--- src/hdl/twcs_pkg.sv ---
`default_nettype none
package twcs_pkg;

    // Texture and window geometry
    localparam int TEX_H     = 64;
    localparam int WIN_H     = 512;
    localparam int FRAC_BITS = 16;

    // Widths of the stored values
    localparam int POS_W   = 32;
    localparam int ROW_W   = 10;
    localparam int LH_W    = 16;
    localparam int COL_W   = 6;
    localparam int TEX_W   = 3;
    localparam int OFF_W   = 12;
    localparam int TEXR_W  = $clog2(TEX_H);
    localparam int DIV_W   = $clog2(TEX_H + 1) + FRAC_BITS;
    localparam int CNT_W   = $clog2(DIV_W);
    localparam int BASE_W  = 18;

    // Input item kinds
    localparam logic KIND_SETUP = 1'b0;
    localparam logic KIND_ROW   = 1'b1;

    // Ray sign codes
    localparam logic [1:0] SIGN_POS = 2'd1;
    localparam logic [1:0] SIGN_NEG = 2'd2;

    // Face textures
    localparam logic [TEX_W-1:0] TEX_Y_POS = 3'd4;
    localparam logic [TEX_W-1:0] TEX_Y_NEG = 3'd2;
    localparam logic [TEX_W-1:0] TEX_X_NEG = 3'd5;
    localparam logic [TEX_W-1:0] TEX_X_POS = 3'd3;

    // Controller to datapath commands
    typedef struct packed {
        logic setup_load;
        logic div_step;
        logic mul_load;
        logic row_emit;
        logic out_take;
    } t_twcs_cmd;

    // Datapath to controller status
    typedef struct packed {
        logic div_last;
        logic span_active;
        logic out_full;
    } t_twcs_stat;

endpackage
`default_nettype wire

--- src/hdl/twcs_ctrl.sv ---
`default_nettype none
module twcs_ctrl import twcs_pkg::*; (
    input  wire logic       i_clk,
    input  wire logic       i_rst_n,
    input  wire logic       i_s_tvalid,
    input  wire logic       i_kind,
    input  wire logic       i_m_tready,
    input  wire t_twcs_stat i_stat,
    output logic            o_s_tready,
    output t_twcs_cmd       o_cmd
);

    typedef enum logic [1:0] {
        ST_IDLE,
        ST_DIV,
        ST_MUL
    } t_state;

    t_state r_state;
    t_state n_state;
    logic   w_accept;

    // Take items only while idle and the output slot frees up
    assign o_s_tready = (r_state == ST_IDLE) && (!i_stat.out_full || i_m_tready);
    assign w_accept   = i_s_tvalid && o_s_tready;

    // Decode commands
    always_comb begin
        n_state          = r_state;
        o_cmd            = '0;
        o_cmd.out_take   = i_stat.out_full && i_m_tready;
        case (r_state)
            ST_IDLE: begin
                if (w_accept && (i_kind == KIND_SETUP)) begin
                    o_cmd.setup_load = 1'b1;
                    n_state          = ST_DIV;
                end else if (w_accept && (i_kind == KIND_ROW)) begin
                    o_cmd.row_emit = i_stat.span_active;
                end
            end
            ST_DIV: begin
                o_cmd.div_step = 1'b1;
                if (i_stat.div_last) begin
                    n_state = ST_MUL;
                end
            end
            ST_MUL: begin
                o_cmd.mul_load = 1'b1;
                n_state        = ST_IDLE;
            end
            default: begin
                n_state = ST_IDLE;
            end
        endcase
    end

    // Hold state
    always_ff @(posedge i_clk) begin
        if (!i_rst_n) begin
            r_state <= ST_IDLE;
        end else begin
            r_state <= n_state;
        end
    end

endmodule
`default_nettype wire

--- src/hdl/twcs_dpath.sv ---
`default_nettype none
module twcs_dpath import twcs_pkg::*; (
    input  wire logic              i_clk,
    input  wire logic              i_rst_n,
    input  wire t_twcs_cmd         i_cmd,
    input  wire logic              i_wall_side,
    input  wire logic [1:0]        i_ray_x_sign,
    input  wire logic [1:0]        i_ray_y_sign,
    input  wire logic [TEX_W-1:0]  i_default_texture,
    input  wire logic [COL_W-1:0]  i_texel_column,
    input  wire logic [LH_W-1:0]   i_line_height,
    input  wire logic [8:0]        i_draw_start,
    input  wire logic [ROW_W-1:0]  i_draw_end,
    output t_twcs_stat             o_stat,
    output logic [8:0]             o_screen_row,
    output logic [TEX_W-1:0]       o_texture_select,
    output logic [OFF_W-1:0]       o_texel_offset,
    output logic                   o_last_row
);

    localparam logic [DIV_W-1:0] DIVIDEND = DIV_W'(TEX_H) << FRAC_BITS;

    logic [LH_W-1:0]          r_div;
    logic [LH_W-1:0]          r_rem;
    logic [DIV_W-1:0]         r_quot;
    logic [CNT_W-1:0]         r_cnt;
    logic [BASE_W-1:0]        r_base;
    logic [POS_W-1:0]         r_step;
    logic [POS_W-1:0]         r_pos;
    logic [ROW_W-1:0]         r_cur;
    logic [ROW_W-1:0]         r_end;
    logic [COL_W-1:0]         r_col;
    logic [TEX_W-1:0]         r_tex;
    logic                     r_out_valid;

    logic [LH_W-1:0]          w_lh;
    logic [TEX_W-1:0]         w_face;
    logic [LH_W:0]            w_trial;
    logic                     w_ge;
    logic signed [BASE_W+DIV_W:0] w_prod;
    logic [POS_W-1:0]         w_neg;
    logic [POS_W-1:0]         w_mag;
    logic [POS_W-1:0]         w_ip;
    logic [TEXR_W-1:0]        w_ty;
    logic [ROW_W-1:0]         w_cur_inc;

    // Zero height counts as one
    assign w_lh = (i_line_height == '0) ? LH_W'(1) : i_line_height;

    // Pick the face texture
    always_comb begin
        w_face = i_default_texture;
        if (i_wall_side) begin
            if (i_ray_y_sign == SIGN_POS) begin
                w_face = TEX_Y_POS;
            end else if (i_ray_y_sign == SIGN_NEG) begin
                w_face = TEX_Y_NEG;
            end
        end else begin
            if (i_ray_x_sign == SIGN_NEG) begin
                w_face = TEX_X_NEG;
            end else if (i_ray_x_sign == SIGN_POS) begin
                w_face = TEX_X_POS;
            end
        end
    end

    // One restoring division step per cycle
    assign w_trial = {r_rem, DIVIDEND[r_cnt]};
    assign w_ge    = w_trial >= {1'b0, r_div};

    // Start position, wraps to the position width
    assign w_prod = $signed(r_base) * $signed({1'b0, r_quot});

    // Texel row: position truncated toward zero, masked
    assign w_neg     = '0 - r_pos;
    assign w_mag     = w_neg >> FRAC_BITS;
    assign w_ip      = r_pos[POS_W-1] ? ('0 - w_mag) : (r_pos >> FRAC_BITS);
    assign w_ty      = w_ip[TEXR_W-1:0];
    assign w_cur_inc = r_cur + ROW_W'(1);

    assign o_stat.div_last    = (r_cnt == '0);
    assign o_stat.span_active = (r_cur < r_end);
    assign o_stat.out_full    = r_out_valid;

    // Column state, divider and position
    always_ff @(posedge i_clk) begin
        if (!i_rst_n) begin
            r_step <= '0;
            r_pos  <= '0;
            r_cur  <= '0;
            r_end  <= '0;
            r_col  <= '0;
            r_tex  <= '0;
            r_cnt  <= '0;
        end else begin
            if (i_cmd.setup_load) begin
                r_div  <= w_lh;
                r_rem  <= '0;
                r_quot <= '0;
                r_cnt  <= CNT_W'(DIV_W - 1);
                r_base <= BASE_W'(i_draw_start) + BASE_W'(w_lh >> 1)
                          - BASE_W'(WIN_H / 2);
                r_col  <= i_texel_column;
                r_tex  <= w_face;
                r_cur  <= ROW_W'(i_draw_start);
                r_end  <= (i_draw_end > ROW_W'(WIN_H)) ? ROW_W'(WIN_H) : i_draw_end;
            end
            if (i_cmd.div_step) begin
                r_rem  <= w_ge ? LH_W'(w_trial - {1'b0, r_div}) : w_trial[LH_W-1:0];
                r_quot <= {r_quot[DIV_W-2:0], w_ge};
                if (r_cnt != '0) begin
                    r_cnt <= r_cnt - CNT_W'(1);
                end
            end
            if (i_cmd.mul_load) begin
                r_step <= POS_W'(r_quot);
                r_pos  <= w_prod[POS_W-1:0];
            end
            if (i_cmd.row_emit) begin
                r_pos <= r_pos + r_step;
                r_cur <= w_cur_inc;
            end
        end
    end

    // Output slot valid
    always_ff @(posedge i_clk) begin
        if (!i_rst_n) begin
            r_out_valid <= 1'b0;
        end else if (i_cmd.row_emit) begin
            r_out_valid <= 1'b1;
        end else if (i_cmd.out_take) begin
            r_out_valid <= 1'b0;
        end
    end

    // Load the pixel result
    always_ff @(posedge i_clk) begin
        if (i_cmd.row_emit) begin
            o_screen_row     <= r_cur[8:0];
            o_texture_select <= r_tex;
            o_texel_offset   <= OFF_W'(w_ty) * OFF_W'(TEX_H) + OFF_W'(r_col);
            o_last_row       <= (w_cur_inc == r_end);
        end
    end

endmodule
`default_nettype wire

--- src/hdl/textured_wall_column_stepper.sv ---
// Channel   Dir  Signals                         Contents
// s         in   i_s_tvalid/o_s_tready           tuser: kind; tdata: set-up fields
// m         out  o_m_tvalid/i_m_tready           tdata: pixel fields; tlast: last_row
//
// Rows stream one per cycle through the output register unless the output stalls.
// A set-up item holds off the input while it is loaded, the restoring divider makes one
// quotient bit per cycle, and then the start-position multiply is done.
// Reset (synchronous, active low) leaves an empty span, so row items give no pixel.
// A stalled output keeps its pixel; a new row is taken in the cycle it is read out.
`default_nettype none
module textured_wall_column_stepper import twcs_pkg::*; (
    input  wire logic        i_clk,
    input  wire logic        i_rst_n,
    input  wire logic        i_s_tvalid,
    output logic             o_s_tready,
    // [0] wall_side, [2:1] ray_x_sign, [4:3] ray_y_sign, [7:5] default_texture,
    // [13:8] texel_column, [29:14] line_height, [38:30] draw_start,
    // [48:39] draw_end, [55:49] zero
    input  wire logic [55:0] i_s_tdata,
    // [0] kind
    input  wire logic        i_s_tuser,
    output logic             o_m_tvalid,
    input  wire logic        i_m_tready,
    // [8:0] screen_row, [11:9] texture_select, [23:12] texel_offset
    output logic [23:0]      o_m_tdata,
    output logic             o_m_tlast
);

    t_twcs_cmd  w_cmd;
    t_twcs_stat w_stat;
    logic [8:0]       w_row;
    logic [TEX_W-1:0] w_tex;
    logic [OFF_W-1:0] w_off;

    twcs_ctrl u_ctrl (
        .i_clk      (i_clk),
        .i_rst_n    (i_rst_n),
        .i_s_tvalid (i_s_tvalid),
        .i_kind     (i_s_tuser),
        .i_m_tready (i_m_tready),
        .i_stat     (w_stat),
        .o_s_tready (o_s_tready),
        .o_cmd      (w_cmd)
    );

    twcs_dpath u_dpath (
        .i_clk             (i_clk),
        .i_rst_n           (i_rst_n),
        .i_cmd             (w_cmd),
        .i_wall_side       (i_s_tdata[0]),
        .i_ray_x_sign      (i_s_tdata[2:1]),
        .i_ray_y_sign      (i_s_tdata[4:3]),
        .i_default_texture (i_s_tdata[7:5]),
        .i_texel_column    (i_s_tdata[13:8]),
        .i_line_height     (i_s_tdata[29:14]),
        .i_draw_start      (i_s_tdata[38:30]),
        .i_draw_end        (i_s_tdata[48:39]),
        .o_stat            (w_stat),
        .o_screen_row      (w_row),
        .o_texture_select  (w_tex),
        .o_texel_offset    (w_off),
        .o_last_row        (o_m_tlast)
    );

    assign o_m_tvalid = w_stat.out_full;
    assign o_m_tdata  = {w_off, w_tex, w_row};

    // A pixel is made only inside the span
    a_emit_in_span: assert property (@(posedge i_clk) disable iff (!i_rst_n)
        w_cmd.row_emit |-> w_stat.span_active)
        else $error("row emitted outside span");

    // A new pixel never overwrites one still waiting
    a_no_overwrite: assert property (@(posedge i_clk) disable iff (!i_rst_n)
        w_cmd.row_emit |-> (!w_stat.out_full || i_m_tready))
        else $error("pixel overwritten");

    // The divider holds off input after a set-up
    a_setup_busy: assert property (@(posedge i_clk) disable iff (!i_rst_n)
        w_cmd.setup_load |=> !o_s_tready)
        else $error("input taken during division");

endmodule
`default_nettype wire

--- config.mk ---
export PLATFORM = sky130hd
export DESIGN_NAME = textured_wall_column_stepper
export DESIGN_NICKNAME = d
export VERILOG_FILES = /design/src/hdl/twcs_pkg.sv /design/src/hdl/twcs_ctrl.sv /design/src/hdl/twcs_dpath.sv /design/src/hdl/textured_wall_column_stepper.sv
export SDC_FILE = /design/constraint.sdc
export NUM_CORES = 1
export LEC_CHECK = 0
export BUFFER_PORTS_ARGS = -buffer_cell sky130_fd_sc_hd__buf_4
export CORE_MARGIN = 2
export CORE_UTILIZATION = 45
export CTS_CLUSTER_SIZE = 25
export DETAILED_ROUTE_END_ITERATION = 6
export PLACE_DENSITY = 0.6
export SYNTH_ARGS = -nofsm -noshare
export SYNTH_HDL_FRONTEND = slang
export SYNTH_SLANG_ARGS = --single-unit
--- constraint.sdc ---
create_clock -name i_clk -period 8.07 [get_ports i_clk]
set_input_delay 1.2105 -clock i_clk [delete_from_list [all_inputs] [get_ports i_clk]]
set_output_delay 1.2105 -clock i_clk [all_outputs]
set_load 0.01 [all_outputs]
[Word level (Yosys, flattened, before mapping)]
Memories as Yosys holds them, arrays and structs flattened. A register that Yosys moved wholly into a read port is not among the register bits.
Index checks and enable logic that the tools add are counted.
Word-level totals
  register bits after elaboration: 190
  bits in latches: 0
  bits in writable memories: 0
  ROM bits: 32
  output and inout bits: 27
  word-level logic and storage cells: 95
  memories: 1
Memory list
  (no name shown): words 32, width 1, rd ports 1, clocked after Yosys merged registers in 1, wr ports 0, RTL line twcs_dpath.sv:69  | assign w_trial = {r_rem, DIVIDEND[r_cnt]};
Cells by class
  add/subtract/negate cells: 9
  multipliers: 1
  div/mod/pow operators: 0
  $lt $le $gt $ge: 4
  equality and inequality tests: 9
  shifts and indexed selects: 0
  mux-type cells: 34
  bitwise operators: 1
  reduce and logical (&&, ||, !) cells: 18
Operator list (number)
  $mux 16: 4
  $mux 32: 2
  $mux 23: 2
  $add 32x23->32: 1
  $mul 18x24->32: 1
  $mux 10: 3
  $sub 1x22->22 const A: 1
  $mux 5: 4
  $sub 18x9->18 const B: 1
  $ge 17x16->1: 1
  $add 9x15->16: 1
  $logic_not 16->1: 1
  $sub 16x16->16: 1
  $mux 3: 5
  $add 12x6->12: 1
  $add 10x1->10 const B: 1
  $eq 10x10->1: 1
  $gt 10x10->1 const B: 1
  $lt 10x10->1: 1
  $mux 1: 10
  $reduce_bool 2->1: 4
  $eq 2x1->1 const B: 3
  $eq 2x2->1 const B: 3
  $lt 5x6->1 const B: 1
  15 further kinds: 22

[Depth between registers and ports, before layout]
  word-level depth: 11
  mapped depth: 25

[Modules after synthesis]
A second synthesis with hierarchy kept.
Unflattened totals
  cell total of the unflattened synthesis: 2400
  area, all modules: 22155.0 sq um
By module, submodules not included
  twcs_dpath: instances 1, cells each 2385, area an instance 22013.6 sq um, seq. area each 4734.5 sq um
  twcs_ctrl: instances 1, cells each 15, area an instance 141.4 sq um, seq. area each 40.0 sq um

[Least setup slack after synthesis]
OpenSTA, ideal clock, no wires.
  path type: register to register
  start point: register u_dpath.r_base[8]
  end point: register u_dpath.r_pos[25]
  library setup time: 97 ps
  data arrival time: 5939 ps
  data required time: 7973 ps
  setup slack: 2034 ps
  stages on the path, launching flop included: 21
  buffers on the path: 1
  clock period less this slack: 6036 ps
  path through: edfxtp_1 > clkbuf_1 > and2_1 > fa_1 > inv_1 > fa_1 > fa_1 > inv_1 > fa_1 > fa_1 > inv_1 > fa_1 > inv_1 > ha_1 > a2111o_1 > o22a_1 > o211ai_1 > nand2_1 > a31oi_1 > mux2_2 > a221oi_1
Between the ends
  cells in the longest elaborated chain, start to end: 3
RTL lines
  start, declared: RTL line twcs_dpath.sv:27  | logic [BASE_W-1:0] r_base;
  start signal, assigned: RTL line twcs_dpath.sv:102  | r_base <= BASE_W'(i_draw_start) + BASE_W'(w_lh >> 1)
  $mul 18x24->32: RTL line twcs_dpath.sv:73  | assign w_prod = $signed(r_base) * $signed({1'b0, r_quot});
  $mux 32: RTL line twcs_dpath.sv:116  | if (i_cmd.mul_load) begin
  $mux 32: RTL line twcs_dpath.sv:120  | if (i_cmd.row_emit) begin
  end signal, assigned: RTL line twcs_dpath.sv:118  | r_pos <= w_prod[POS_W-1:0];
  end signal, assigned: RTL line twcs_dpath.sv:121  | r_pos <= r_pos + r_step;
  end, declared: RTL line twcs_dpath.sv:29  | logic [POS_W-1:0] r_pos;
Every way passes these cells. The select of a mux whose other input is x is not followed.
A chain may end at the register's enable or synchronous reset.

[Worst setup path after layout]
  start point: register u_dpath.r_quot[3]
  end point: register u_dpath.r_pos[25]
Between the ends
  cells in the longest elaborated chain, start to end: 3
RTL lines
  start, declared: RTL line twcs_dpath.sv:25  | logic [DIV_W-1:0] r_quot;
  start signal, assigned: RTL line twcs_dpath.sv:111  | r_quot <= {r_quot[DIV_W-2:0], w_ge};
  $mul 18x24->32: RTL line twcs_dpath.sv:73
  $mux 32: RTL line twcs_dpath.sv:116
  $mux 32: RTL line twcs_dpath.sv:120
Every way passes these cells. The select of a mux whose other input is x is not followed.

==> out/results.txt <==
vias -> 16900
Nets -> 3031
postcts setup bufs -> 0
post-synthesis sequential area ratio -> 0.215
CP Buf/Inv Count -> 3
clock buffer count from CTS -> 17
CP endpoint kind -> register
setup TNS -> 0 ns
max-slew violation count -> 0
Die X -> 227 µm
Congestion Overflow GR -> 0
number of synthesized flops with an enable pin -> 98
worst hold-check path type -> register to register
fraction of registers with async set/reset -> 0
clock buffer depth -> 2
syn nets -> 3040
post-place setup slack -> 1.10 ns
Slew headroom -> 0.275
register bit total from synthesis -> 191
Static Leakage -> 11.0 nW
starting density of the core -> 0.457
CTS tree -> yes
clock period minus worst slack -> 6.96 ns
Final WS setup -> 1.11 ns
share of layout cells above drive strength 1 -> 0.0691
most frequent CP cell -> fa_1
Fin Clk Skew -> 0.0187 ns
total power -> 9.18 mW
Worst EP required -> 8.46 ns
antenna cells -> 0
final instance area -> 24100 µm²
insertion delay to the later sink of the worst-skew pair -> 0.48 ns
VDD IR max -> 0.000483 V
Max Clk Rate -> 144 MHz
worst slew pin tran -> 1.09 ns
clk slew on worst S/H paths -> 0.08 ns
Core ar. -> 49000 µm²
synth warn -> 0
Top FF cell, synth -> edfxtp_1
Filler cells -> 4675
Crit path arrival time -> 7.36 ns
unrepaired setup endpoints after global routing -> false
Synth cell types -> 83
WL final -> 55.7 mm
global-route wire length before repair -> 91.6 mm
critical path type -> register to register
row count -> 81
final setup violation count -> 0
Post-DP Area -> 23500 µm²
I/O pin count -> 88
outcome -> finished clean
top-area cell type share of the netlist area -> 0.274
slowest cell delay on critical path -> 1.08 ns
final core utilization -> 0.493
Via density -> 5.30
CP startpoint kind -> register
Area growth syn-to-layout -> 7.92%
Max Cap Viol -> 0
RePlAce Congestion -> 0.842
final hold viol count -> 0
initial antenna violation count -> 0
1st-pass router iterations -> 7
vias in the first global route -> 17500
Die H -> 227 µm
Synth Cell Area -> 22400 µm²
Power per Cell Area -> 380 nW/µm²
CTS H-tree lvls -> 4
crit-path cells -> nand2_1 > fa_1 > inv_1 > fa_1 > ha_1 > fa_1 > fa_1 > inv_1 > fa_1 > inv_1 > ha_1 > a2111o_1 > o22a_1 > o211ai_1 > nand2_1 > a31oi_1 > mux2_2 > a221oi_1
Synth Area per Inst -> 8.90 µm²
peak fanout along the critical path -> 20
period utilization -> 0.863
# hold bufs at CTS -> 0
pin count of the biggest net entering global routing -> 74
Final ANT Viol Nets -> 0
GR Util All Layers -> 0.228
die area -> 51500 µm²
Resize count post-CTS -> 0
dpl hpwl -> 42.4 mm
synthesized instance count -> 2513
DRC viols -> 0
port buffer count -> 80
clk sink count -> 191
CP top delay family -> adder cells
drt initial violations -> 907
cell taking the most area after synthesis -> fa_1
Critical-path top delay cell -> edfxtp_1
routed len/inst -> 17.5 µm
top post-synthesis cells by area -> fa_1 27%, edfxtp_1 13%, ha_1 9.0%
Clk Tree Root Cell -> clkbuf_16
==> state kept, by name (all words and copies together) (netlist names) <==
register / count
u_dpath.r_quot: 23
u_dpath.w_trial: 1
u_dpath.o_last_row: 1
u_dpath.r_step: 23
u_dpath.r_tex: 3
u_dpath.o_screen_row: 9
u_dpath.r_div: 16
u_dpath.r_cnt: 5
u_dpath.o_texel_offset: 12
u_dpath.r_cur: 10
u_dpath.r_rem: 16
u_ctrl.r_state: 2
u_dpath.o_texture_select: 3
u_dpath.r_end: 10
u_dpath.r_pos: 32
u_dpath.r_out_valid: 1
u_dpath.r_col: 6
u_dpath.r_base: 18
==> where the power goes <==
part           switching (mW)  total (mW)  internal, mW
logic                    4.20        7.06          2.86
registers               0.112        1.21          1.10
clock network           0.439       0.911         0.472
total                    4.75        9.18          4.42
==> stage by stage <==
stage / cells / hold WS (ns)
after floorplan: 2513 / 0.403
after global placement: 3149 / 0.410
after detailed placement: 3149 / 0.413
after CTS: 3181 / 0.433
after global routing: 3181 / 0.440
final: 3181 / 0.432
==> synth_stat cells, types with 4 or more instances <==
| master | n |
|---|---|
| a211o_1 | 6 |
| a211oi_1 | 16 |
| a21boi_0 | 5 |
| a21o_1 | 28 |
| a21oi_1 | 126 |
| a221oi_1 | 10 |
| a22oi_1 | 5 |
| a31oi_1 | 11 |
| and2_1 | 190 |
| and3_1 | 16 |
| buf_1 | 10 |
| clkbuf_1 | 122 |
| dfxtp_1 | 93 |
| edfxtp_1 | 98 |
| fa_1 | 306 |
| ha_1 | 160 |
| inv_1 | 444 |
| mux2i_1 | 6 |
| nand2_1 | 348 |
| nand2b_1 | 18 |
| nand3_1 | 31 |
| nand3b_1 | 7 |
| nand4_1 | 12 |
| nor2_1 | 102 |
| nor2b_1 | 21 |
| nor3_1 | 23 |
| nor3b_1 | 7 |
| nor4_1 | 16 |
| o211ai_1 | 8 |
| o21a_1 | 14 |
| o21ai_0 | 48 |
| o21ai_1 | 4 |
| o21bai_1 | 6 |
| o221ai_1 | 6 |
| o22ai_1 | 6 |
| o31a_1 | 4 |
| o31ai_1 | 6 |
| or2_2 | 8 |
| or3_1 | 6 |
| xnor2_1 | 72 |
| xor2_1 | 27 |
==> area by class of cell <==
type / instances / area [µm²] / share of cell area
Sequential cell: 191 / 4800 / 0.199
Timing Repair Buffer: 105 / 788 / 0.0327
Multi-Input combinational cell: 1744 / 15400 / 0.639
Clock buffer: 17 / 425 / 0.0176
Tap cell: 664 / 831 / 0.0344
Inverter: 445 / 1670 / 0.0692
Clock inverter: 15 / 195 / 0.00809
==> final timing paths <==
| path | depth (start not counted) | from | end | slack (ns) |
|---|---|---|---|---|
| worst min register to register | 0 | u_dpath.r_col[3] | u_dpath.o_texel_offset[3] | 0.43 |
| worst min-delay path | 0 | u_dpath.r_col[3] | u_dpath.o_texel_offset[3] | 0.43 |
| worst max-delay path | 18 | u_dpath.r_quot[3] | u_dpath.r_pos[25] | 1.11 |
| worst max register to register | 18 | u_dpath.r_quot[3] | u_dpath.r_pos[25] | 1.11 |
==> worst reg2reg max path, cell delays in order (launching register included) <==
cell and delay (ns):
edfxtp_1 1.08, nand2_1 0.19, fa_1 0.58, inv_1 0.05, fa_1 0.46, ha_1 0.34, fa_1 0.53, fa_1 0.55
inv_1 0.06, fa_1 0.56, inv_1 0.05, ha_1 0.37, a2111o_1 0.45, o22a_1 0.20, o211ai_1 0.39, nand2_1 0.22
a31oi_1 0.22, mux2_2 0.35, a221oi_1 0.23
==> logic make-up (layout without fill, tap and decap cells) <==
kind of cell / after synthesis / after routing / share of synthesized area
simple gates: 826 / 826 / 0.181
xor+xnor: 99 / 99 / 0.0388
mux: 8 / 8 / 0.00369
fa+ha+maj: 468 / 468 / 0.364
flops: 191 / 191 / 0.215
buf+inv: 578 / 582 / 0.0971
compound gates: 343 / 343 / 0.101
==> layout by cell type, fill, tap and decap left out, types with 7 or more instances in the layout <==
master     Yosys  layout
or2_2          8       8
o21ai_0       48      48
and2_1       190     190
o21a_1        14      14
a21o_1        28      28
nor2b_1       21      20
a221oi_1      10      10
nor4_1        16      16
o211ai_1       8       8
a211oi_1      16      16
nand3b_1       7       7
fa_1         306     306
buf_4          0     105
a21oi_1      126     125
clkbuf_16      0      17
a31oi_1       11      11
nand2_1      348     348
xor2_1        27      27
nand4_1       12      12
nand2b_1      18      17
edfxtp_1      98      98
inv_1        444     443
nor2_1       102     100
dfxtp_1       93      93
xnor2_1       72      72
nor3b_1        7       7
nor3_1        23      23
nand3_1       31      31
and3_1        16      16
ha_1         160     160
==> metal layers <==
layer  GRT usage  vias to the layer above  routed length [µm]
met2       0.403                      374               27900
met4      0.0681                        0                1310
li1            -                     7945                   -
met1       0.293                     8487               24200
met5           0                        -                   0
met3      0.0288                       67                2250
Note: power is estimated with default switching activity, not from simulation.
